**config.mk**
```make
export PLATFORM = sky130hd
export DESIGN_NAME = midi_channel_message_parser_core
export DESIGN_NICKNAME = d
export VERILOG_FILES = /design/src/rtl/core/mcmp_pkg.sv /design/src/rtl/core/mcmp_parser.sv /design/src/rtl/core/mcmp_queue.sv /design/src/rtl/core/midi_channel_message_parser_core.sv
export SDC_FILE = /design/constraint.sdc
export NUM_CORES = 1
export LEC_CHECK = 0
export BUFFER_PORTS_ARGS = -buffer_cell sky130_fd_sc_hd__buf_2
export CAP_MARGIN = 5
export CORE_MARGIN = 2
export CORE_UTILIZATION = 61
export DETAILED_ROUTE_END_ITERATION = 16
export GPL_TIMING_DRIVEN = 1
export MAX_ROUTING_LAYER = met4
export PLACE_DENSITY = 0.78
export SYNTH_ARGS = -nofsm -noshare
export SYNTH_HDL_FRONTEND = slang
export SYNTH_SLANG_ARGS = --single-unit
```
**constraint.sdc**
```tcl
create_clock -name aclk -period 5.1 [get_ports aclk]
set_input_delay 0.765 -clock aclk [delete_from_list [all_inputs] [get_ports aclk]]
set_output_delay 0.765 -clock aclk [all_outputs]
set_load 0.02 [all_outputs]
```
**src/rtl/core/mcmp_pkg.sv**
```systemverilog
// Shared types and constants for the MIDI channel message parser.
package mcmp_pkg;

    localparam int S_TDATA_W = 8;
    localparam int M_TDATA_W = 16;
    localparam int M_TUSER_W = 4;
    localparam int CHAN_W    = 4;
    localparam int KIND_W    = 3;
    localparam int DATA_W    = 7;

    localparam logic [KIND_W-1:0] KIND_NOTE_OFF   = 3'd0;
    localparam logic [KIND_W-1:0] KIND_NOTE_ON    = 3'd1;
    localparam logic [KIND_W-1:0] KIND_PROGRAM    = 3'd2;
    localparam logic [KIND_W-1:0] KIND_CONTROL    = 3'd3;
    localparam logic [KIND_W-1:0] KIND_PITCH      = 3'd4;

    localparam logic [7:0] RT_TIMING_CLOCK = 8'hF8;
    localparam logic [7:0] RT_START        = 8'hFA;
    localparam logic [7:0] RT_STOP         = 8'hFC;

    localparam logic [3:0] STAT_NOTE_OFF = 4'h8;
    localparam logic [3:0] STAT_NOTE_ON  = 4'h9;
    localparam logic [3:0] STAT_CONTROL  = 4'hB;
    localparam logic [3:0] STAT_PROGRAM  = 4'hC;
    localparam logic [3:0] STAT_PITCH    = 4'hE;
    localparam logic [3:0] STAT_SYSTEM   = 4'hF;

    typedef struct packed {
        logic [KIND_W-1:0] kind;
        logic [DATA_W-1:0] first;
        logic [DATA_W-1:0] second;
    } msg_t;

    typedef struct packed {
        logic valid;
        msg_t msg;
    } push_t;

endpackage

```
**src/rtl/core/mcmp_parser.sv**
```systemverilog
// Running-status byte parser that emits complete channel voice messages.
module mcmp_parser (
    input  logic                       aclk,
    input  logic                       aresetn,
    input  logic                       byte_en,
    input  logic [7:0]                 rx_byte,
    input  logic [mcmp_pkg::CHAN_W-1:0] listen_channel,
    output mcmp_pkg::push_t            push
);
    import mcmp_pkg::*;

    localparam logic [3:0] PH_IGNORE = 4'd0;
    localparam logic [3:0] PH_NON_A  = 4'd1;
    localparam logic [3:0] PH_NON_B  = 4'd2;
    localparam logic [3:0] PH_NOFF_A = 4'd3;
    localparam logic [3:0] PH_NOFF_B = 4'd4;
    localparam logic [3:0] PH_PROG   = 4'd5;
    localparam logic [3:0] PH_CC_A   = 4'd6;
    localparam logic [3:0] PH_CC_B   = 4'd7;
    localparam logic [3:0] PH_PW_A   = 4'd8;
    localparam logic [3:0] PH_PW_B   = 4'd9;

    logic [3:0]        phase_reg;
    logic [3:0]        phase_next;
    logic [DATA_W-1:0] held_reg;
    logic [DATA_W-1:0] held_next;
    logic [DATA_W-1:0] data_byte;

    assign data_byte = rx_byte[DATA_W-1:0];

    always_comb begin
        phase_next  = phase_reg;
        held_next   = held_reg;
        push        = '0;
        push.msg.first  = held_reg;
        push.msg.second = data_byte;
        if (byte_en) begin
            if (rx_byte[7]) begin
                if (rx_byte == RT_TIMING_CLOCK || rx_byte == RT_START || rx_byte == RT_STOP) begin
                    phase_next = phase_reg;
                end else if (rx_byte[7:4] != STAT_SYSTEM && rx_byte[3:0] == listen_channel) begin
                    unique case (rx_byte[7:4])
                        STAT_NOTE_ON:  phase_next = PH_NON_A;
                        STAT_NOTE_OFF: phase_next = PH_NOFF_A;
                        STAT_PROGRAM:  phase_next = PH_PROG;
                        STAT_PITCH:    phase_next = PH_PW_A;
                        STAT_CONTROL:  phase_next = PH_CC_A;
                        default:       phase_next = PH_IGNORE;
                    endcase
                end else begin
                    phase_next = PH_IGNORE;
                end
            end else begin
                unique case (phase_reg) inside
                    PH_NON_A, PH_NOFF_A, PH_CC_A, PH_PW_A: begin
                        held_next  = data_byte;
                        phase_next = phase_reg + 4'd1;
                    end
                    PH_NON_B: begin
                        push.valid    = 1'b1;
                        push.msg.kind = (data_byte == '0) ? KIND_NOTE_OFF : KIND_NOTE_ON;
                        phase_next    = PH_NON_A;
                    end
                    PH_NOFF_B: begin
                        push.valid    = 1'b1;
                        push.msg.kind = KIND_NOTE_OFF;
                        phase_next    = PH_NOFF_A;
                    end
                    PH_CC_B: begin
                        push.valid    = 1'b1;
                        push.msg.kind = KIND_CONTROL;
                        phase_next    = PH_CC_A;
                    end
                    PH_PW_B: begin
                        push.valid    = 1'b1;
                        push.msg.kind = KIND_PITCH;
                        phase_next    = PH_PW_A;
                    end
                    PH_PROG: begin
                        push.valid      = 1'b1;
                        push.msg.kind   = KIND_PROGRAM;
                        push.msg.first  = data_byte;
                        push.msg.second = '0;
                    end
                    default: phase_next = PH_IGNORE;
                endcase
            end
        end
    end

    always_ff @(posedge aclk) begin
        if (!aresetn) begin
            phase_reg <= PH_IGNORE;
            held_reg  <= '0;
        end else begin
            phase_reg <= phase_next;
            held_reg  <= held_next;
        end
    end

endmodule

```
**src/rtl/core/mcmp_queue.sv**
```systemverilog
// Ring FIFO of parsed messages with a registered read port and drop on full.
module mcmp_queue #(
    parameter int QUEUE_DEPTH = 16
) (
    input  logic            aclk,
    input  logic            aresetn,
    input  mcmp_pkg::push_t push,
    input  logic            pop,
    output logic            pop_hit,
    output mcmp_pkg::msg_t  rd_msg
);
    import mcmp_pkg::*;

    localparam int AW = (QUEUE_DEPTH > 1) ? $clog2(QUEUE_DEPTH) : 1;
    localparam int CW = $clog2(QUEUE_DEPTH + 1);

    msg_t          mem [QUEUE_DEPTH];
    msg_t          rd_msg_reg;
    logic [AW-1:0] wr_slot_reg;
    logic [AW-1:0] wr_slot_next;
    logic [AW-1:0] rd_slot_reg;
    logic [AW-1:0] rd_slot_next;
    logic [CW-1:0] count_reg;
    logic [CW-1:0] count_next;
    logic          push_ok;

    assign push_ok = push.valid && (count_reg != CW'(QUEUE_DEPTH));
    assign pop_hit = pop && (count_reg != '0);
    assign rd_msg  = rd_msg_reg;

    always_comb begin
        wr_slot_next = wr_slot_reg;
        rd_slot_next = rd_slot_reg;
        count_next   = count_reg;
        if (push_ok) begin
            wr_slot_next = (wr_slot_reg == AW'(QUEUE_DEPTH - 1)) ? '0 : wr_slot_reg + 1'b1;
            count_next   = count_reg + 1'b1;
        end else if (pop_hit) begin
            rd_slot_next = (rd_slot_reg == AW'(QUEUE_DEPTH - 1)) ? '0 : rd_slot_reg + 1'b1;
            count_next   = count_reg - 1'b1;
        end
    end

    always_ff @(posedge aclk) begin
        if (!aresetn) begin
            wr_slot_reg <= '0;
            rd_slot_reg <= '0;
            count_reg   <= '0;
        end else begin
            wr_slot_reg <= wr_slot_next;
            rd_slot_reg <= rd_slot_next;
            count_reg   <= count_next;
        end
    end

    always_ff @(posedge aclk) begin
        if (push_ok) begin
            mem[wr_slot_reg] <= push.msg;
        end
        if (pop_hit) begin
            rd_msg_reg <= mem[rd_slot_reg];
        end
    end

endmodule

```
**src/rtl/core/midi_channel_message_parser_core.sv**
```systemverilog
// Top level of the MIDI channel message parser with its message queue.
//
//  Channel  Direction  Signals                       Contents
//  s_       in         s_tvalid s_tready s_tdata     rx_byte; s_tuser = func
//  m_       out        m_tvalid m_tready m_tdata     data_first, data_second;
//                                                    m_tuser = msg_valid, msg_kind
//  cfg_     in         cfg_valid cfg_ready cfg_data  listen_channel
//
// One beat is taken per cycle while s_tready is high; a fetch shows its result in the cycle after acceptance.
// The single output register sets the rate: input stalls only while it holds an
// untaken result and m_tready is low.
// Reset is synchronous and active low; it empties the queue and sets the parser to
// ignore until the next status byte. Configuration is always ready.
module midi_channel_message_parser_core #(
    parameter int QUEUE_DEPTH = 16
) (
    input  logic                                aclk,
    input  logic                                aresetn,
    input  logic                                s_tvalid,
    output logic                                s_tready,
    input  logic [mcmp_pkg::S_TDATA_W-1:0]      s_tdata,   // [7:0] rx_byte
    input  logic                                s_tuser,   // [0] func
    output logic                                m_tvalid,
    input  logic                                m_tready,
    output logic [mcmp_pkg::M_TDATA_W-1:0]      m_tdata,   // [6:0] data_first, [13:7] data_second, [15:14] zero
    output logic [mcmp_pkg::M_TUSER_W-1:0]      m_tuser,   // [0] msg_valid, [3:1] msg_kind
    input  logic                                cfg_valid,
    output logic                                cfg_ready,
    input  logic [mcmp_pkg::CHAN_W-1:0]         cfg_data   // [3:0] listen_channel
);
    import mcmp_pkg::*;

    logic [CHAN_W-1:0] channel_reg;
    logic              m_tvalid_reg;
    logic              hit_reg;
    logic              s_beat;
    logic              fetch;
    logic              pop_hit;
    push_t             push;
    msg_t              rd_msg;
    msg_t              out_msg;

    assign s_tready  = !m_tvalid_reg || m_tready;
    assign s_beat    = s_tvalid && s_tready;
    assign fetch     = s_beat && s_tuser;
    assign cfg_ready = 1'b1;

    mcmp_parser u_parser (
        .aclk           (aclk),
        .aresetn        (aresetn),
        .byte_en        (s_beat && !s_tuser),
        .rx_byte        (s_tdata),
        .listen_channel (channel_reg),
        .push           (push)
    );

    mcmp_queue #(
        .QUEUE_DEPTH (QUEUE_DEPTH)
    ) u_queue (
        .aclk    (aclk),
        .aresetn (aresetn),
        .push    (push),
        .pop     (fetch),
        .pop_hit (pop_hit),
        .rd_msg  (rd_msg)
    );

    always_ff @(posedge aclk) begin
        if (!aresetn) begin
            channel_reg  <= '0;
            m_tvalid_reg <= 1'b0;
            hit_reg      <= 1'b0;
        end else begin
            if (cfg_valid && cfg_ready) begin
                channel_reg <= cfg_data;
            end
            if (fetch) begin
                m_tvalid_reg <= 1'b1;
                hit_reg      <= pop_hit;
            end else if (m_tready) begin
                m_tvalid_reg <= 1'b0;
            end
        end
    end

    assign out_msg  = hit_reg ? rd_msg : '0;
    assign m_tvalid = m_tvalid_reg;
    assign m_tuser  = {out_msg.kind, hit_reg};
    assign m_tdata  = {2'b00, out_msg.second, out_msg.first};

endmodule

```
==> impl_results.md <==
- Status: finished, final reports clean
- Depth of the CTS H-tree: 1
- Synth async-reset ratio: 0%
- Maximum vdd drop: 301 uV
- Antenna Cells: 0
- DR pass1 iterations: 5
- Final nets: 803
- Main synth FF type: edfxtp_1
- Comb pwr share: 9.6%
- Min setup slack post-route: between 1.5 and 2 ns
- Register Area: between 9000 and 10000 sq um
- Startpoint Class: register
- Max Clk Rate: 0.316 GHz
- Syn Inst Count: approximately 740
- Number of flip-flops in the largest register: ~270
- Crit Path Category: reg -> reg
- R2R cell count: 12
- Pwr dens: 390 nW/um^2
- Io pins: 41
- Seq/Total Area, Yosys: 71.0%
- Avg Inst Size Synth: approximately 18 sq um
- Drt initial violations: 736
- Period utilization: 62.0%
- Hold Path Depth: 3
- Skew-Pair Late Insertion Delay: 0.56 ns
- FILL cells: 1300
- Reg-to-Reg Start: u_parser.phase_reg[1]
- Num CTS Buffers: 30
- # Post-CTS Setup Buffers: 0
- Site Rows: 53
- Critical path arrival: about 3.6 ns
- Wire per inst: between 20 and 25 um
- Worst Hold End: channel_reg[3]
- Area of the multi-input gates: approximately 3600 sq um
- Final setup viols: 0
- GPL Wtd Cong: 0.908
- Final Hold Fails: 0
- Measured slew at the worst slew-check pin: 1.12 ns
- Number of global-route vias before repair: 6812
- RSZ-0062 raised after global routing: no
- Gr usage total: about a quarter
- Worst EP required: ~5.5 ns
- Flop2flop setup slack: 1.94 ns
- Gr ovfl total: 0
- Max Buffers Root-to-Sink: 3
- Share of cells above drive strength 1: a little under a quarter
- Routed WL: 25700 um
- Final Critical Period: approximately 3.2 ns
- Reg-to-reg endpoint: u_queue.count_reg[4]
- P&R area growth vs syn: 10.3%
- Crit-path max FO: 19
- Most frequent cells in the layout: edfxtp_1 (289), mux4_2 (68), buf_2 (38)
- # DRC: 0
- Root buf cell: clkbuf_16
- Core ar.: about 21000 sq um
- Die height: 150 um
- Syn. warnings: 0
- Clk pwr share: 37.7%
- Post-synth cell types: 53
- DP HPWL: about 16000 um
- Largest net degree at the start of global routing: 38
- Post-synthesis register bit count: 319
- Max_cap viols: 0
- Final Slew Violations: 0
- Clock sink total: 319
- Post-CTS sizing: 0
- Final core utilization: about 69%
- Pre-CTS setup slack: 1.89 ns
- # port buffers: 37
- Hold_buf cts: 0
- Total negative slack: 0 ns
- Clock transition at the registers of the reported paths: 0.07 ns
- Die area: between 20000 and 25000 sq um
- Initial core utilization: 62.2%
- NetSw: roughly 1.3 mW
- Initial antenna violation count: 0
- Seq pwr share: 52.6%
- Die Width: 150 um
- Syn Std Cell Area: roughly 13000 sq um
- Tightest Hold Check Type: in -> reg
- Crit end category: register
- Leak: 4.72 nW
- Final Skew: 0.0191 ns
- EDFF count, synth: ~290
- Cell-internal power: 4.33 mW
- Hold_sp: cfg_data[3]
- First-pass GRT wire length: 40000 um
- Most common cell after layout, fill and taps aside: edfxtp_1
- Sw Ratio: 22.9%
- Max-Slew Margin vs Limit: 25.3%
- Vias: 6819
- Via/cell ratio: between 6 and 7
- Routed Antenna Nets: 0
- CTS tree: yes
area by class of cell:
cell class	count	share of cell area [%]
Sequential cell	319	64.4
Multi-Input combinational cell	364	24.6
Clock buffer	33	5.28
Tap cell	275	2.39
Timing Repair Buffer	47	1.79
Clock inverter	21	1.25
Inverter	10	0.260
layer usage:
layer | part of all wire [%] | global-route usage (%)
met1 | 42 | 34.7
met5 | 0 | -
met3 | 6.2 | 3.12
met4 | 1.6 | 5.24
met2 | 51 | 39.2
kinds of logic (layout without fill, tap and decap cells):
logic type               after synthesis  count (layout)  synth area share, %
AND/OR/NAND/NOR                      147             147                 6.23
flip-flops                           319             319                 71.0
adder cells (fa/ha/maj)               13              13                 1.30
AO/OA/AOI/OAI                         96              96                 4.92
XOR/XNOR                               9               9                0.603
multiplexers                          96              96                 13.9
buffers and inverters                 56             111                 1.96
other                                  2               3               0.0575
stage by stage:
| step | power (mW) | hold slack (ns) | instance area (sq um) | std cells |
|---|---|---|---|---|
| after floorplan | 3.42 | 0.438 | 13100 | 739 |
| after global placement | 3.53 | 0.455 | 13500 | 1014 |
| after detailed placement | 3.55 | 0.461 | 13500 | 1014 |
| after CTS | 5.66 | 0.442 | 14400 | 1068 |
| after global routing | 5.81 | 0.481 | 14400 | 1069 |
| final | 5.62 | 0.455 | 14400 | 1069 |
how the worst max path moves through the flow:
stage	slack (ns)	endpoint	cells after the start	start
6_report	1.94	u_queue.count_reg[4]	12	u_parser.phase_reg[1]
5_1_grt	1.69	u_queue.count_reg[4]	12	u_parser.phase_reg[1]
4_1_cts	1.97	u_queue.count_reg[4]	12	u_parser.phase_reg[1]
3_5_place_dp	1.89	u_queue.count_reg[4]	11	s_tvalid
3_3_place_gp	1.96	u_queue.count_reg[4]	11	s_tvalid
2_1_floorplan	1.90	u_queue.mem[3][0]	5	m_tready
synthesized netlist by cell type, drive strengths merged (8+ instances only):
master	n	area (sq um)
edfxtp	289	8680
nand2	24	90.1
a21oi	37	200
nand3	15	75.1
inv	10	37.5
and3	15	93.8
dfxtp	30	601
o21ai	19	95.1
buf	18	114
nor2b	26	163
ha	12	150
xor2	8	70.1
mux2i	21	210
clkbuf	28	105
a211oi	20	163
nor2	19	71.3
mux4	68	1530
and2	26	165
worst max-delay path, cell delays in order (launching register included):
cell	delay (ns)
dfxtp_1	0.35
inv_1	0.10
ha_1	0.28
nand2b_1	0.16
a211oi_4	0.44
and2_4	0.33
inv_1	0.14
fa_1	0.47
a21o_1	0.17
a21oi_1	0.19
nand3b_1	0.15
nand3_1	0.08
nor3b_1	0.14
power by group through the flow:
| stage | sequential (mW) | clock [mW] | combinational (mW) |
|---|---|---|---|
| after floorplan | 2.96 | 0 | 0.463 |
| after global placement | 3.01 | 0 | 0.526 |
| after detailed placement | 3.01 | 0 | 0.541 |
| after CTS | 2.96 | 2.15 | 0.547 |
| after global routing | 2.96 | 2.25 | 0.596 |
| final | 2.96 | 2.12 | 0.542 |
(Power assumes the default switching activity.)
